## config.mk

```make
export PLATFORM = sky130hd
export DESIGN_NAME = ndef_message_validator
export DESIGN_NICKNAME = d
export VERILOG_FILES = /design/src/rtl/nmv_pkg.sv /design/src/rtl/nmv_parser.sv /design/src/rtl/ndef_message_validator.sv
export SDC_FILE = /design/constraint.sdc
export NUM_CORES = 1
export LEC_CHECK = 0
export BUFFER_PORTS_ARGS = -buffer_cell sky130_fd_sc_hd__buf_2
export CORE_ASPECT_RATIO = 0.8
export CORE_MARGIN = 3
export CORE_UTILIZATION = 54
export CTS_CLUSTER_DIAMETER = 100
export DETAILED_ROUTE_END_ITERATION = 12
export PLACE_DENSITY = 0.7
export RECOVER_POWER = 100
export SLEW_MARGIN = 20
export SYNTH_ARGS = -nofsm -noshare
export SYNTH_HDL_FRONTEND = slang
export SYNTH_SLANG_ARGS = --single-unit
```

## constraint.sdc

```tcl
create_clock -name i_clk -period 11.3 [get_ports i_clk]
set_input_delay 1.13 -clock i_clk [delete_from_list [all_inputs] [get_ports i_clk]]
set_output_delay 1.13 -clock i_clk [all_outputs]
set_load 0.005 [all_outputs]
```

## src/rtl/nmv_pkg.sv

```systemverilog
`timescale 1ns / 1ps

package nmv_pkg;

    // Record header flag bit positions
    localparam int unsigned MB_POS = 7;
    localparam int unsigned ME_POS = 6;
    localparam int unsigned CF_POS = 5;
    localparam int unsigned SR_POS = 4;
    localparam int unsigned IL_POS = 3;

    // Type name format codes
    localparam logic [2:0] TNF_EMPTY     = 3'd0;
    localparam logic [2:0] TNF_UNKNOWN   = 3'd5;
    localparam logic [2:0] TNF_UNCHANGED = 3'd6;

    // Shortest legal message, in bytes
    localparam logic [1:0] MIN_MSG_BYTES = 2'd3;

    // Last index of a four-byte payload length
    localparam logic [1:0] LEN_IDX_LAST = 2'd3;

    // Result status codes
    localparam logic [3:0] ST_OK               = 4'd0;
    localparam logic [3:0] ST_TOO_SHORT        = 4'd1;
    localparam logic [3:0] ST_NO_BEGIN         = 4'd2;
    localparam logic [3:0] ST_UNEXPECTED_CHUNK = 4'd3;
    localparam logic [3:0] ST_EXTRA_BEGIN      = 4'd4;
    localparam logic [3:0] ST_BAD_CHUNK        = 4'd5;
    localparam logic [3:0] ST_BAD_EMPTY        = 4'd6;
    localparam logic [3:0] ST_LENGTH_MISMATCH  = 4'd7;
    localparam logic [3:0] ST_NO_END           = 4'd8;

    // Parse phases
    typedef enum logic [5:0] {
        PH_HDR       = 6'b000001,
        PH_TYPELEN   = 6'b000010,
        PH_PLEN      = 6'b000100,
        PH_IDLEN     = 6'b001000,
        PH_SKIP      = 6'b010000,
        PH_AFTER_END = 6'b100000
    } t_phase;

    // One byte handed from the input stage to the parser
    typedef struct packed {
        logic       valid;
        logic       last;
        logic [7:0] data;
    } t_step_req;

endpackage

```

## src/rtl/nmv_parser.sv

```systemverilog
`timescale 1ns / 1ps

module nmv_parser (
    input  logic               i_clk,
    input  logic               i_rst_n,
    input  nmv_pkg::t_step_req i_req,
    input  logic               i_allow_chunks,
    output logic [3:0]         o_status
);
    import nmv_pkg::*;

    t_phase      r_phase, n_phase;
    logic [7:0]  r_flags, n_flags;
    logic [7:0]  r_tname_len, n_tname_len;
    logic [7:0]  r_id_len, n_id_len;
    logic [31:0] r_pay_len, n_pay_len;
    logic [1:0]  r_len_idx, n_len_idx;
    logic [33:0] r_skip, n_skip;
    logic        r_inside, n_inside;
    logic        r_first_done, n_first_done;
    logic [1:0]  r_bytes_seen, n_bytes_seen;
    logic [3:0]  r_pending, n_pending;

    // Header completion inputs and results
    logic [31:0] hd_pay_len;
    logic [31:0] shifted_len;
    logic [7:0]  hd_id_len;
    logic [2:0]  tnf;
    logic        has_fields;
    logic [33:0] hd_sum;
    logic [3:0]  hd_err;
    logic        hd_inside;
    t_phase      hd_phase;
    logic [33:0] hd_skip;
    logic [33:0] skip_dec;
    logic [3:0]  final_status;

    // Close out a header: chunk rules, empty and unknown checks, body length
    always_comb begin
        shifted_len = {r_pay_len[23:0], i_req.data};
        hd_pay_len  = (r_phase == PH_IDLEN) ? r_pay_len : shifted_len;
        hd_id_len   = (r_phase == PH_IDLEN) ? i_req.data : r_id_len;
        tnf         = r_flags[2:0];
        has_fields  = (r_tname_len != 8'd0) || (hd_id_len != 8'd0);
        hd_sum      = {2'b00, hd_pay_len} + {26'd0, r_tname_len} + {26'd0, hd_id_len};
        hd_err      = ST_OK;
        hd_inside   = r_inside;
        hd_phase    = r_phase;
        hd_skip     = r_skip;
        if (r_flags[CF_POS]) begin
            if (!i_allow_chunks) begin
                hd_err = ST_UNEXPECTED_CHUNK;
            end else if (r_inside) begin
                if (has_fields || tnf != TNF_UNCHANGED) hd_err = ST_BAD_CHUNK;
            end else if (tnf == TNF_UNCHANGED) begin
                hd_err = ST_BAD_CHUNK;
            end else begin
                hd_inside = 1'b1;
            end
        end else begin
            if (r_inside) begin
                if (has_fields || tnf != TNF_UNCHANGED) hd_err = ST_BAD_CHUNK;
                else hd_inside = 1'b0;
            end else if (tnf == TNF_UNCHANGED) begin
                hd_err = ST_BAD_CHUNK;
            end
        end
        if (hd_err == ST_OK) begin
            if (tnf == TNF_EMPTY && (has_fields || hd_pay_len != 32'd0)) begin
                hd_err = ST_BAD_EMPTY;
            end else if (tnf == TNF_UNKNOWN && r_tname_len != 8'd0) begin
                hd_err = ST_LENGTH_MISMATCH;
            end else begin
                hd_skip = hd_sum;
                if (hd_sum == 34'd0) hd_phase = r_flags[ME_POS] ? PH_AFTER_END : PH_HDR;
                else hd_phase = PH_SKIP;
            end
        end
    end

    // Advance the parse state by one byte
    always_comb begin
        n_phase      = r_phase;
        n_flags      = r_flags;
        n_tname_len  = r_tname_len;
        n_id_len     = r_id_len;
        n_pay_len    = r_pay_len;
        n_len_idx    = r_len_idx;
        n_skip       = r_skip;
        n_inside     = r_inside;
        n_first_done = r_first_done;
        n_bytes_seen = r_bytes_seen;
        n_pending    = r_pending;
        skip_dec     = (r_skip != 34'd0) ? (r_skip - 34'd1) : r_skip;

        if (r_bytes_seen < MIN_MSG_BYTES) n_bytes_seen = r_bytes_seen + 2'd1;

        if (r_pending == ST_OK) begin
            case (r_phase)
                PH_HDR: begin
                    n_flags     = i_req.data;
                    n_tname_len = 8'd0;
                    n_id_len    = 8'd0;
                    n_pay_len   = 32'd0;
                    n_len_idx   = 2'd0;
                    n_phase     = PH_TYPELEN;
                end
                PH_TYPELEN: begin
                    n_tname_len = i_req.data;
                    n_phase     = PH_PLEN;
                end
                PH_PLEN: begin
                    if (r_len_idx == 2'd0 && !r_first_done && !r_flags[MB_POS]) begin
                        n_pending = ST_NO_BEGIN;
                    end else if (r_len_idx == 2'd0 && !r_first_done
                                 && r_flags[2:0] == TNF_UNCHANGED) begin
                        n_pending = ST_UNEXPECTED_CHUNK;
                    end else if (r_len_idx == 2'd0 && r_first_done && r_flags[MB_POS]) begin
                        n_pending = ST_EXTRA_BEGIN;
                    end else begin
                        n_pay_len = shifted_len;
                        if (r_flags[SR_POS] || r_len_idx == LEN_IDX_LAST) begin
                            if (r_flags[IL_POS]) begin
                                n_phase = PH_IDLEN;
                            end else begin
                                n_first_done = 1'b1;
                                n_pending    = hd_err;
                                n_inside     = hd_inside;
                                n_phase      = hd_phase;
                                n_skip       = hd_skip;
                            end
                        end else begin
                            n_len_idx = r_len_idx + 2'd1;
                        end
                    end
                end
                PH_IDLEN: begin
                    n_id_len     = i_req.data;
                    n_first_done = 1'b1;
                    n_pending    = hd_err;
                    n_inside     = hd_inside;
                    n_phase      = hd_phase;
                    n_skip       = hd_skip;
                end
                PH_SKIP: begin
                    n_skip = skip_dec;
                    if (skip_dec == 34'd0) n_phase = r_flags[ME_POS] ? PH_AFTER_END : PH_HDR;
                end
                default: begin
                    n_pending = ST_LENGTH_MISMATCH;
                end
            endcase
        end

        // Status of the message as it stands after this byte
        if (n_pending != ST_OK) begin
            final_status = n_pending;
        end else begin
            case (n_phase)
                PH_HDR:       final_status = ST_NO_END;
                PH_SKIP:      final_status = n_flags[ME_POS] ? ST_LENGTH_MISMATCH : ST_NO_END;
                PH_AFTER_END: final_status = (n_bytes_seen < MIN_MSG_BYTES) ? ST_TOO_SHORT
                                                                            : ST_OK;
                default:      final_status = ST_TOO_SHORT;
            endcase
        end
    end

    assign o_status = final_status;

    // Hold parse state; clear it after the final byte
    always_ff @(posedge i_clk) begin
        if (!i_rst_n || (i_req.valid && i_req.last)) begin
            r_phase      <= PH_HDR;
            r_flags      <= 8'd0;
            r_tname_len  <= 8'd0;
            r_id_len     <= 8'd0;
            r_pay_len    <= 32'd0;
            r_len_idx    <= 2'd0;
            r_skip       <= 34'd0;
            r_inside     <= 1'b0;
            r_first_done <= 1'b0;
            r_bytes_seen <= 2'd0;
            r_pending    <= ST_OK;
        end else if (i_req.valid) begin
            r_phase      <= n_phase;
            r_flags      <= n_flags;
            r_tname_len  <= n_tname_len;
            r_id_len     <= n_id_len;
            r_pay_len    <= n_pay_len;
            r_len_idx    <= n_len_idx;
            r_skip       <= n_skip;
            r_inside     <= n_inside;
            r_first_done <= n_first_done;
            r_bytes_seen <= n_bytes_seen;
            r_pending    <= n_pending;
        end
    end

endmodule

```

## src/rtl/ndef_message_validator.sv

```systemverilog
`timescale 1ns / 1ps

// NDEF message validator. Feed the message one byte per request, with
// i_last_byte set on the final byte; exactly one status comes out for each
// message, loaded as its final byte leaves the input register, and no request
// is answered for the other bytes. The block takes one byte every cycle unless
// stalled: each byte passes an input register, one header or body-skip step of
// the parser, and for the final byte the result register. Input is stalled
// only while a final byte waits behind a status that has not been taken. Write
// i_allow_chunks only while no message is in flight; it survives messages.
module ndef_message_validator (
    input  logic       i_clk,
    input  logic       i_rst_n,
    input  logic       i_valid,
    output logic       o_stall,
    input  logic [7:0] i_msg_byte,
    input  logic       i_last_byte,
    input  logic       i_allow_chunks_we,
    input  logic       i_allow_chunks,
    output logic       o_valid,
    input  logic       i_stall,
    output logic [3:0] o_status
);
    import nmv_pkg::*;

    logic       r_allow_chunks;
    logic       r_in_valid;
    logic       r_in_last;
    logic [7:0] r_in_byte;
    logic       r_out_valid;
    logic [3:0] r_out_status;
    logic       out_free;
    logic       advance;
    logic [3:0] step_status;
    t_step_req  step_req;

    assign out_free = !r_out_valid || !i_stall;
    assign advance  = r_in_valid && (!r_in_last || out_free);
    assign o_stall  = r_in_valid && !advance;

    assign step_req.valid = advance;
    assign step_req.last  = r_in_last;
    assign step_req.data  = r_in_byte;

    // Hold the configuration bit
    always_ff @(posedge i_clk) begin
        if (!i_rst_n) begin
            r_allow_chunks <= 1'b0;
        end else if (i_allow_chunks_we) begin
            r_allow_chunks <= i_allow_chunks;
        end
    end

    // Capture the incoming request
    always_ff @(posedge i_clk) begin
        if (!i_rst_n) begin
            r_in_valid <= 1'b0;
        end else if (!o_stall) begin
            r_in_valid <= i_valid;
        end
    end

    always_ff @(posedge i_clk) begin
        if (i_valid && !o_stall) begin
            r_in_byte <= i_msg_byte;
            r_in_last <= i_last_byte;
        end
    end

    nmv_parser u_parser (
        .i_clk          (i_clk),
        .i_rst_n        (i_rst_n),
        .i_req          (step_req),
        .i_allow_chunks (r_allow_chunks),
        .o_status       (step_status)
    );

    // Load the status on the final byte; drop it once taken
    always_ff @(posedge i_clk) begin
        if (!i_rst_n) begin
            r_out_valid <= 1'b0;
        end else if (advance && r_in_last) begin
            r_out_valid <= 1'b1;
        end else if (!i_stall) begin
            r_out_valid <= 1'b0;
        end
    end

    always_ff @(posedge i_clk) begin
        if (advance && r_in_last) begin
            r_out_status <= step_status;
        end
    end

    assign o_valid  = r_out_valid;
    assign o_status = r_out_status;

endmodule

```

# After elaboration in Yosys (flattened, before gate mapping)
# Cells that the tools add are included.
# word_totals
output_inout_bits	6
register_bits	122
elab_cells	172
in_bits	15
# classes
n_mux	78
addsub	5
n_lt_le_gt_ge	2
eq_ne	19
n_reduce_logical	50
# op_table
op	count
$mux W34	9
$mux W32	4
$pmux W34 S3	1
$mux W6	12
$logic_not A34 Y1	2
$pmux W32 S2	1
$mux W4	14
$add A34 B8 Y34	1
$reduce_bool A34 Y1	1
$sub A34 B1 Y34 const B	1
$add A32 B8 Y33	1
$pmux W8 S2	2
$reduce_bool A32 Y1	1
$pmux W6 S5	1
$pmux W4 S3	2
$mux W1	19
$reduce_and A8 Y1	2
$reduce_bool A8 Y1	2
$mux W7	2
$eq A6 B1 Y1 const B	2
$eq A6 B5 Y1 const B	2
$logic_and A1 B1 Y1	11
$mux W2	5
$ne A2 B2 Y1 const B	5
26 further kinds	51

# Longest topological paths before layout
# Gate-level depths: netlist (run 1).
# logic_depth
word_depth	21
depth_mapped	33
mapped_depth_nobuf	26

# Hierarchy
# Synthesis (run 1) repeated with hierarchy kept, for this count alone.
# hier_totals
hier_cells	1188
hier_area_um2	8733.4
# by_module_without_submodules
mod	seq_area_each_um2	cells_per_inst	area_per_inst_um2	n_inst
nmv_parser	2122.0	1161	8211.6	1
ndef_message_validator	450.4	27	521.8	1

# Least setup slack after synthesis (run 1)
# OpenSTA, ideal clock, no wires.
# synth_timing
kind	register to register
start	register u_parser.r_phase[0]
end	register r_out_status[0] (netlist: o_status[0]) (data pin)
t_required_ps	11038
path_buffers	5
setup_time_ps	262
stages_incl_launch_ff	30
slack_ps	4368
period_less_slack_ps	6932
t_arrival_ps	6670
cell_sequence	dfxtp_1 -> buf_2 -> nor3b_2 -> nand2_1 -> clkbuf_1 -> buf_1 -> clkbuf_1 -> clkbuf_1 -> nand2_1 -> nand2_1 -> ha_1 -> fa_1 -> a21o_1 -> a21oi_1 -> xnor2_1 -> ha_1 -> nand2_1 -> nor3_1 -> o2111ai_1 -> a2111oi_2 -> a21oi_1 -> nor4_4 -> nand3_2 -> or3_4 -> nor3b_2 -> o211ai_1 -> or4_4 -> o311ai_4 -> a32oi_1 -> a21boi_1
# synth_between
elab_chain_cells	21
word_cells_on_any_way	53
cone_classes	2 x add/sub; 8 x eq/ne; 33 x mux; 10 x reduce/logical
# synth_lines
element	line_no	rtl
from (decl)	nmv_parser.sv:12	t_phase r_phase, n_phase;
from (signal assigned)	nmv_parser.sv:186	r_phase <= n_phase;
branches (longest 20 deep; another with $add A34 B8 Y34)	--	
$mux W4 (*)	nmv_parser.sv:156	if (n_pending != ST_OK) begin
named net step_status[0]	ndef_message_validator.sv:34	logic [3:0] step_status;
to (signal assigned)	ndef_message_validator.sv:91	r_out_status <= step_status;
to (decl)	ndef_message_validator.sv:31	logic [3:0] r_out_status;
# Mark *: on every way through the listed nets, which the timed path passes.
# A chain may end at the register's enable or synchronous reset.

# Worst setup path in the final report (run 1)
# layout_timing
start	register u_parser.r_phase[2]
end	register r_out_status[0] (netlist: o_status[0]) (data pin)
# The elaborated chain is that of the path after synthesis.

==> flow_summary.json, run 1 <==
{
  "nets": 1348,
  "peakVddDrop_uv": 81.4,
  "core_mm2": 0.0175,
  "syn-num-nets": 1393,
  "io_buffer_count": 20,
  "dieArea_mm2": 0.0197,
  "cts_hold_buf": 0,
  "grt_overflow": 0,
  "synth_mux_area_frac": 0.0404,
  "vias": 10310,
  "ys.flop_type": "dfxtp_1",
  "maxCapViolCount": 2,
  "crit_slowest_cell": "nor4_1",
  "first_global_vias": 9069,
  "grt_pass1_wl_mm": 49.7,
  "cpMostUsedCell": "nand2_1",
  "worst_slack_ns": 2.60,
  "tns_ns": 0,
  "place_hpwl_mm": 21.9,
  "die_w_um": 156,
  "violations": "max-capacitance violations, max-slew violations",
  "final_common_cell": "nand2_1",
  "synthArstFlopShare": 0,
  "cp.buffers_inverters": 0,
  "drt-initial-drc-count": 1383,
  "antenna_found_initial": 0,
  "ys_seq_elements": 122,
  "synth_compound_area_frac": 0.227,
  "crit_arrival_ns": 8.86,
  "grt_max_degree": 100,
  "power_density_mw_per_mm2": 109,
  "diodes": 0,
  "avgSynthCellArea_um2": 7.17,
  "end_kind": "flop",
  "grtUsageTotal": 0.313,
  "synth_edf_count": 13,
  "pin_count": 21,
  "synth_warnings": 0,
  "fin_crit_ns": 8.70,
  "rr_worst_depth": 24,
  "cp_top_family": "simple AND/OR/NAND/NOR gates",
  "layout-drive-gt1-share": 0.0649,
  "clk_latency_ns": 0.43,
  "fin_crit_sh": 0.770,
  "seq_area_frac_synth": 0.265,
  "synth.area.top_cells": "dfxtp_1, nand2_1, a21oi_1",
  "routabilityCongestion": 1.02,
  "final.setup_skew_ns": 0.0101,
  "grt_setup_unrepaired": "false",
  "leakage_nw": 3.61,
  "start_kind": "flop",
  "drt-total-wl_mm": 31.4,
  "path_class": "flop to flop",
  "cts_buffers": 17,
  "synth_top_family_by_area": "simple AND/OR/NAND/NOR gates",
  "path_clk_slew_ns": 0.06,
  "crit_fanout": 50,
  "cts_tree": "done",
  "finalSetupViolations": 0,
  "htree_levels": 4,
  "firstDrtPassIters": 8,
  "drc": 0,
  "max-slew-margin-rel": -2.13,
  "outcome": "complete, but fails checks",
  "synth_fa_ha_area_frac": 0.0286,
  "row_count": 43,
  "synth_cell_types": 86,
  "hold_depth": 2,
  "start_util": 0.556,
  "die_h_um": 126,
  "path_depth": 24,
  "maxSlewViolCount": 110,
  "post_cts_resize_count": 0,
  "cts_root_buf": "clkbuf_16",
  "hold_class": "flop to flop",
  "worstPathCellList": "or3_1 -> nor2_8 -> nand2_1 -> nand2_1 -> ha_1 -> a21o_1 -> o21ai_0 -> nand2_1 -> a21o_1 -> a21oi_1 -> xnor2_1 -> ha_1 -> o2111ai_1 -> a2111oi_0 -> a21oi_1 -> nor4_1 -> nand3_2 -> or3_1 -> nor3b_1 -> o211ai_1 -> or4_4 -> o311ai_0 -> a32oi_1 -> a21boi_0",
  "yosysTopAreaCellShare": 0.224,
  "routed_via_density": 6.65,
  "critPathMaxStageDelay_ns": 1.16,
  "yosys.area_share.xor_xnor": 0.0595,
  "synth_top_cell_by_area": "dfxtp_1",
  "fmax_mhz": 115,
  "post_cts_buffers": 0,
  "clockBufferDepth": 2,
  "netlist_area_mm2": 0.00972,
  "layout_common_cells": "nand2_1, nor2_1, a21oi_1",
  "yosys.area_share.simple": 0.330,
  "synthCells": 1357,
  "finalHoldViolCount": 0,
  "ant_nets": 0,
  "area_delta_synth_final_pct": 6.49,
  "fin_util": 0.592,
  "required_ns": 11.47,
  "routedWlPerCell_um": 20.2,
  "worst_slew_pin_slew_ns": 4.70,
  "clock-sinks": 122,
  "place_ws_ns": 4.02
}
[where the power goes]
| part | total (mW) | leakage (nW) | switching (mW) | internal, mW |
|---|---|---|---|---|
| Clock | 0.581 | 0.295 | 0.230 | 0.351 |
| Combinational | 0.0928 | 2.31 | 0.0641 | 0.0287 |
| Sequential | 0.457 | 1.00 | 0.0116 | 0.445 |
[synth_stat cells, types with 17 or more instances]
cell        n
nand2_1   208
nor2_1    128
a21oi_1   124
dfxtp_1   109
clkbuf_1   77
nand3_1    70
o21ai_0    59
nor3_1     52
xnor2_1    46
nand4_1    44
nor4_1     37
mux2i_1    30
a22oi_1    21
inv_1      21
xor2_1     20
ha_1       19
a211oi_1   18
or3_1      17
[worst paths after layout]
path / start / end / slack, ns
setup / recovery: u_parser.r_phase[2] / o_status[0] / 2.60
hold / removal: u_parser.r_flags[4] / u_parser.r_flags[4] / 0.47
setup reg to reg: u_parser.r_phase[2] / o_status[0] / 2.60
hold reg to reg: u_parser.r_flags[4] / u_parser.r_flags[4] / 0.47
[cell families (layout without fill, tap and decap cells)]
| kind of cell | Yosys count | count (layout) |
|---|---|---|
| xor gates and xnor gates | 66 | 66 |
| AOI/OAI and AO/OA | 347 | 347 |
| buffers and inverters | 115 | 83 |
| and+or+nand+nor | 648 | 648 |
| adders and majority gates | 21 | 21 |
| muxes | 38 | 38 |
| DFF | 122 | 122 |
[metal layers]
| metal | part of all wire | GRT usage |
|---|---|---|
| met1 | 0.46 | 0.460 |
| met3 | 0.093 | 0.0752 |
| met5 | 0 | 0 |
| met2 | 0.43 | 0.464 |
| met4 | 0.016 | 0.0727 |
[cell type report]
class | count | area (µm²)
clock buffers | 17 | 425
inverters | 21 | 78.8
fillers | 1662 | 7130
multi-input cells | 1120 | 6650
repair buffers | 30 | 164
clock inverters | 15 | 184
flip-flops and latches | 122 | 2570
well taps | 225 | 282
[worst register-to-register path: cells and delay by family (launching register included)]
| family | cells | cell delay (ns) |
|---|---|---|
| and+or+nand+nor | 10 | 4.57 |
| AOI/OAI and AO/OA | 11 | 2.79 |
| adders and majority gates | 2 | 0.61 |
| DFF | 1 | 0.37 |
| xor gates and xnor gates | 1 | 0.09 |
[flip-flops by register name (all words and copies together) (netlist names)]
signal and cells:
r_allow_chunks 1, u_parser.r_len_idx 2, u_parser.r_pay_len 32, u_parser.r_bytes_seen 2, r_in_byte 8, r_in_valid 1
u_parser.r_tname_len 8, u_parser.r_inside 1, u_parser.r_flags 8, u_parser.r_id_len 8, u_parser.r_skip 34, u_parser.r_pending 4
r_in_last 1, u_parser.r_first_done 1, u_parser.r_phase 6, o_status 4, o_valid 1
[metrics by stage]
stage | total power [mW] | cells | hold slack (ns) | instance area, µm²
floorplan | 0.529 | 1357 | 0.437 | 9720
detailed placement | 0.558 | 1518 | 0.459 | 9800
CTS | 1.14 | 1550 | 0.468 | 10400
global placement | 0.557 | 1518 | 0.451 | 9800
finish | 1.13 | 1550 | 0.472 | 10400
global route | 1.17 | 1550 | 0.480 | 10400
(Power assumes the default switching activity.)
==> run 2: changes to the inputs <==
--- a/config.mk
+++ b/config.mk
@@ -5,6 +5,7 @@
 export SDC_FILE = /design/constraint.sdc
 export NUM_CORES = 1
 export LEC_CHECK = 0
+export ABC_AREA = 1
 export BUFFER_PORTS_ARGS = -buffer_cell sky130_fd_sc_hd__buf_2
 export CORE_ASPECT_RATIO = 0.8
 export CORE_MARGIN = 3
==> constraint.sdc (replaced) <==
create_clock -name i_clk -period 8.2 [get_ports i_clk]
set_input_delay 0.82 -clock i_clk [delete_from_list [all_inputs] [get_ports i_clk]]
set_output_delay 0.82 -clock i_clk [all_outputs]
set_load 0.005 [all_outputs]
==> run 2 against run 1 <==
  * The run still ends with max-capacitance violations, max-slew violations left
  * First-iteration DRC count is 6.5% lower
  * Cell area is 2.9% higher
  * Area after synthesis is 2.3% higher
  * Utilization is 0.98 points higher
  * Maximum frequency is 22% higher
  * Die area is 2.2% higher
  * Sequential share of layout area is 0.70 points lower
  * Sequential power is 44% higher
  * Critical path depth is 5 lower
  * Clock-buffer cell count is 1 higher
==> flow_summary.json, run 2 <==
{
  "outcome": "complete, but fails checks",
  "violations": "max-capacitance violations, max-slew violations",
  "cpMostUsedCell": "o21ai_0",
  "firstDrtPassIters": 6,
  "stdcell_count": 1924,
  "path_clk_slew_ns": 0.06,
  "peakVddDrop_uv": 111,
  "synthCells": 1691,
  "grt_overflow": 0,
  "dp_cells": 1892,
  "leakage_nw": 5.08,
  "grt_max_degree": 60,
  "worst_slack_ns": 1.09,
  "met1_usage": 0.455,
  "final_area_mm2": 0.0107,
  "grt_pass1_wl_mm": 50.6,
  "routedWlPerCell_um": 16.1,
  "maxSlewViolCount": 191,
  "hold_ws_ns": 0.459,
  "regMostFlops": "u_parser.r_skip",
  "vias": 11061,
  "cts_root_buf": "clkbuf_16",
  "io_buffer_count": 20,
  "netlist_area_mm2": 0.00994,
  "placed_area_mm2": 0.0101,
  "drc": 0,
  "first_global_vias": 9903,
  "clock-sinks": 122,
  "cp_top_family": "simple AND/OR/NAND/NOR gates",
  "grt-busiest-layer": "met2",
  "power_mw": 1.82,
  "pin_count": 21,
  "row_count": 43,
  "maxCapViolCount": 5,
  "die_h_um": 127,
  "ant_nets": 0,
  "ys_seq_elements": 122,
  "layout-drive-gt1-share": 0.0547,
  "power_density_mw_per_mm2": 171,
  "final.setup_skew_ns": 0.0147,
  "layout_common_cells": "nand2_1, nor2_1, inv_1",
  "end_kind": "flop",
  "crit_fanout": 39,
  "synth_warnings": 0,
  "place_hpwl_mm": 23.5,
  "area_delta_synth_final_pct": 7.16,
  "post_cts_buffers": 0,
  "cts_hold_buf": 0,
  "htree_levels": 4,
  "nets": 1722,
  "cts_tree": "done",
  "cp.buffers_inverters": 4,
  "core_mm2": 0.0177,
  "antenna_found_initial": 0,
  "final_common_cell": "nand2_1",
  "yosysMostFrequentCell": "nand2_1",
  "avgSynthCellArea_um2": 5.88,
  "ys.flop_type": "dfxtp_1",
  "hold_class": "flop to flop",
  "worstPathCellList": "nor2_2 -> nand3_4 -> o21ai_0 -> nand4_1 -> nor4_1 -> nand3_1 -> nand4_1 -> nand2_1 -> nor2_1 -> clkinv_1 -> o21ai_0 -> nand2_1 -> clkbuf_1 -> inv_1 -> clkbuf_1 -> o21ai_0 -> a21oi_1 -> a21oi_1 -> nor2_1",
  "fin_util": 0.602,
  "drt-initial-drc-count": 1293,
  "routed_via_density": 5.75,
  "largest_reg_flops": 34,
  "synth_edf_count": 13,
  "crit_slowest_cell": "clkbuf_1",
  "grtUsageTotal": 0.313,
  "place_ws_ns": 1.82,
  "synth_cell_types": 44,
  "clk_latency_ns": 0.43,
  "critPathMaxStageDelay_ns": 0.97,
  "start_util": 0.562,
  "synth_top_cell_by_area": "dfxtp_1",
  "routabilityCongestion": 1.01,
  "cts_buffers": 17,
  "drt-total-wl_mm": 30.9,
  "tns_ns": 0,
  "finalHoldViolCount": 0,
  "required_ns": 8.54,
  "synthTopCellsByCount": "nand2_1, nor2_1, inv_1, a21oi_1, nand3_1",
  "dieArea_mm2": 0.0201,
  "fmax_mhz": 141,
  "yosysTopAreaCellShare": 0.219,
  "use_met2": 0.476,
  "die_w_um": 158,
  "fin_crit_sh": 0.867,
  "crit_arrival_ns": 7.45,
  "post_cts_resize_count": 0,
  "synthArstFlopShare": 0,
  "seq_area_frac_synth": 0.259,
  "worst_slew_pin_slew_ns": 2.41,
  "finalSetupViolations": 0,
  "syn-num-nets": 1727,
  "path_class": "flop to flop",
  "gr-usage-met3": 0.0616,
  "fin_crit_ns": 7.11,
  "diodes": 0,
  "start_kind": "flop",
  "max-slew-margin-rel": -0.605,
  "clockBufferDepth": 2,
  "largestRegisters": "u_parser.r_skip x34, u_parser.r_pay_len x32",
  "synth.area.top_cells": "dfxtp_1, nand2_1, nor2_1",
  "grt_setup_unrepaired": "false"
}
## run 2: cell types whose count changed after synthesis, sizes merged, moves of 22 or more
| cell | previous run | this run |
|---|---|---|
| clkbuf | 78 | 35 |
| inv | 21 | 190 |
| mux2i | 31 | 0 |
| nand2 | 208 | 510 |
| nand3 | 71 | 126 |
| nor2 | 131 | 236 |
| nor3 | 55 | 31 |
| nor4 | 39 | 8 |
| o21ai | 62 | 84 |
| xnor2 | 46 | 20 |
## run 2: layer usage
layer / share of wire / routed length [µm]
met3: 0.087 / 2700
met5: 0 / 0
met4: 0.019 / 589
met1: 0.46 / 14300
met2: 0.43 / 13300
## run 2: final cells by class
type	count	area, µm²
fillers	1845	7050
multi-input cells	1323	6380
flip-flops and latches	122	2570
inverters	192	721
clock buffers	18	429
well taps	225	282
repair buffers	30	159
clock inverters	14	115
## run 2: worst paths after layout
check	start	end	slack [ns]	cells past startpoint
worst max-delay path	u_parser.r_phase[0]	u_parser.r_skip[25]	1.09	19
worst min-delay path	u_parser.r_pay_len[31]	u_parser.r_pay_len[31]	0.46	2
worst max register to register	u_parser.r_phase[0]	u_parser.r_skip[25]	1.09	19
worst min register to register	u_parser.r_pay_len[31]	u_parser.r_pay_len[31]	0.46	2
## run 2: worst register-to-register path, delay by kind of cell (launching register included)
| family | cells | cell delay, ns |
|---|---|---|
| DFF | 1 | 0.35 |
| and+or+nand+nor | 10 | 2.98 |
| buffers and inverters | 4 | 2.05 |
| AOI/OAI and AO/OA | 5 | 1.65 |
## run 2: kinds of logic after synthesis
kind of cell,count (synthesis),synth area share
XOR/XNOR,41,0.0361
flip-flops,122,0.259
AO/OA/AOI/OAI,291,0.165
adder cells (fa/ha/maj),21,0.0279
buffers and inverters,246,0.0989
AND/OR/NAND/NOR,970,0.413
## run 2: where the power goes
group | internal [mW] | total, mW | switching, mW | leakage (nW)
clock | 0.393 | 0.717 | 0.324 | 0.246
sequential | 0.632 | 0.660 | 0.0273 | 1.01
combinational | 0.136 | 0.442 | 0.306 | 3.82
total | 1.16 | 1.82 | 0.657 | 5.08
==> run 3: changes to the inputs <==
--- a/config.mk
+++ b/config.mk
@@ -9,10 +9,9 @@
 export BUFFER_PORTS_ARGS = -buffer_cell sky130_fd_sc_hd__buf_2
 export CORE_ASPECT_RATIO = 0.8
 export CORE_MARGIN = 3
-export CORE_UTILIZATION = 54
+export CORE_UTILIZATION = 28
 export CTS_CLUSTER_DIAMETER = 100
 export DETAILED_ROUTE_END_ITERATION = 12
-export PLACE_DENSITY = 0.7
 export RECOVER_POWER = 100
 export SLEW_MARGIN = 20
 export SYNTH_ARGS = -nofsm -noshare
==> run 3 against run 2 <==
  * Largest power group unchanged
  * Hold slack better by 0.0022 ns
  * The flow still finishes with violations (max-capacitance violations, max-slew violations)
  * Sequential power about the same
  * Final cell count increased by 13%
  * Critical path depth is 1 higher
  * Register-to-register slack got worse by 0.05 ns
  * Utilization decreased by 29 points
  * Die area up 88%
  * Clock skew decreased by 0.0033 ns
  * Clock power increased by 11%
  * Routed wire length rose by 4.8%
==> flow_summary.json, run 3 (same netlist as run 2, synthesis figures left out) <==
{
  "outcome": "complete, but fails checks",
  "violations": "max-capacitance violations, max-slew violations",
  "path_depth": 20,
  "finalSetupViolations": 0,
  "clock-sinks": 122,
  "cp_top_family": "simple AND/OR/NAND/NOR gates",
  "end_kind": "flop",
  "grt_pass1_wl_mm": 52.7,
  "final_common_cell": "nand2_1",
  "seq_area_mm2": 0.00257,
  "dp_cells": 2138,
  "first_global_vias": 9827,
  "grt_overflow": 0,
  "largest_reg_flops": 34,
  "multi_input_area_mm2": 0.00638,
  "layout-drive-gt1-share": 0.0548,
  "power_density_mw_per_mm2": 173,
  "stdcell_count": 2170,
  "cts_tree": "done",
  "clockBufferDepth": 2,
  "die_h_um": 175,
  "final_area_mm2": 0.0110,
  "io_buffer_count": 20,
  "core_mm2": 0.0349,
  "maxSlewViolCount": 127,
  "dr_wl_met3_mm": 2.20,
  "post_cts_resize_count": 0,
  "routabilityCongestion": 0.942,
  "grtUsageTotal": 0.171,
  "place_hpwl_mm": 24.7,
  "hold_depth": 2,
  "start_util": 0.285,
  "hold_class": "flop to flop",
  "wl_met1_mm": 16.5,
  "vias": 11043,
  "n_fill_cell": 3892,
  "row_count": 61,
  "drt-total-wl_mm": 32.4,
  "dieArea_mm2": 0.0378,
  "crit_arrival_ns": 7.49,
  "wl_met2_mm": 13.4,
  "die_w_um": 217,
  "diodes": 0,
  "required_ns": 8.53,
  "fin_crit_sh": 0.874,
  "drc": 0,
  "power_mw": 1.90,
  "cts_root_buf": "clkbuf_16",
  "worstPathCellList": "nor2_2 -> nand3_4 -> buf_4 -> o21ai_0 -> nand4_1 -> nor4_1 -> nand3_1 -> nand4_1 -> nand2_1 -> nor2_1 -> inv_1 -> o21ai_0 -> nand2_1 -> clkbuf_1 -> inv_1 -> buf_4 -> o21ai_0 -> a21oi_1 -> a21oi_1 -> nor2_1",
  "start_kind": "flop",
  "post_cts_buffers": 0,
  "crit_fanout": 50,
  "maxCapViolCount": 2,
  "rr_worst_depth": 20,
  "fmax_mhz": 140,
  "pin_count": 21,
  "tns_ns": 0,
  "ant_nets": 0,
  "finalHoldViolCount": 0,
  "final.setup_skew_ns": 0.0115,
  "routed_via_density": 5.09,
  "regMostFlops": "u_parser.r_skip",
  "nets": 1721,
  "antenna_found_initial": 0,
  "cpMostUsedCell": "o21ai_0",
  "grt_max_degree": 87,
  "path_class": "flop to flop",
  "top_layer": "met4",
  "cp.buffers_inverters": 5,
  "fin_crit_ns": 7.16,
  "clk_latency_ns": 0.43,
  "peakVddDrop_uv": 144,
  "firstDrtPassIters": 5,
  "routedWlPerCell_um": 14.9,
  "area_delta_synth_final_pct": 10.9,
  "leakage_nw": 5.11,
  "cts_hold_buf": 0,
  "path_clk_slew_ns": 0.07,
  "drt-initial-drc-count": 1142,
  "placed_area_mm2": 0.0104,
  "htree_levels": 4,
  "layout_common_cells": "nand2_1, nor2_1, inv_1",
  "crit_slowest_cell": "nor4_1",
  "max-slew-margin-rel": -1.92,
  "grt_setup_unrepaired": "false",
  "cts_buffers": 17,
  "largestRegisters": "u_parser.r_skip x34, u_parser.r_pay_len x32",
  "worst_slew_pin_slew_ns": 4.38,
  "critPathMaxStageDelay_ns": 0.81
}
## run 3: cell count changes in the layout (fill, tap and decap cells not counted)
cell	before	now
clkbuf_8	0	2
buf_2	19	15
clkinv_2	1	0
clkbuf_16	17	18
nor3_2	0	1
nor3_1	31	30
bufinv_16	0	1
clkinvlp_4	7	3
buf_4	6	7
inv_2	5	6
clkinv_1	3	2
clkinv_4	0	2
clkbuf_1	6	7
## run 3: routing by layer
layer | global-route usage | vias to the layer above
li1 | - | 5558
met1 | 0.266 | 5076
met2 | 0.253 | 378
met3 | 0.0245 | 31
met4 | 0.0249 | 0
met5 | 0 | -
## run 3: stage by stage
step	hold WS (ns)	util	setup slack, ns
finish	0.462	0.316	1.04
global route	0.491	0.316	0.557
CTS	0.460	0.317	1.74
detailed placement	0.451	0.299	1.73
global placement	0.450	0.299	1.94
floorplan	0.424	-	2.67
## run 3: layout make-up
| type | count | share of cell area |
|---|---|---|
| Clock buffer | 20 | 0.0434 |
| Clock inverter | 12 | 0.0116 |
| Inverter | 192 | 0.0654 |
| Multi-Input combinational cell | 1323 | 0.579 |
| Sequential cell | 122 | 0.233 |
| Tap cell | 472 | 0.0536 |
| Timing Repair Buffer | 29 | 0.0140 |
## run 3: where the power goes
group          switching [mW]  internal (mW)  total, mW
logic                   0.311          0.135      0.447
clock network           0.336          0.461      0.797
registers              0.0266          0.632      0.659
## run 3: tightest hold or removal path, stage by stage (launching register included)
cell and delay (ns):
dfxtp_1 0.30, inv_1 0.06, a211oi_1 0.06
## run 3: final timing paths
path	startpoint	endpoint	slack [ns]
worst max-delay path	u_parser.r_phase[0]	u_parser.r_skip[18]	1.04
worst min-delay path	u_parser.r_pay_len[31]	u_parser.r_pay_len[31]	0.46
worst min register to register	u_parser.r_pay_len[31]	u_parser.r_pay_len[31]	0.46
worst max register to register	u_parser.r_phase[0]	u_parser.r_skip[18]	1.04
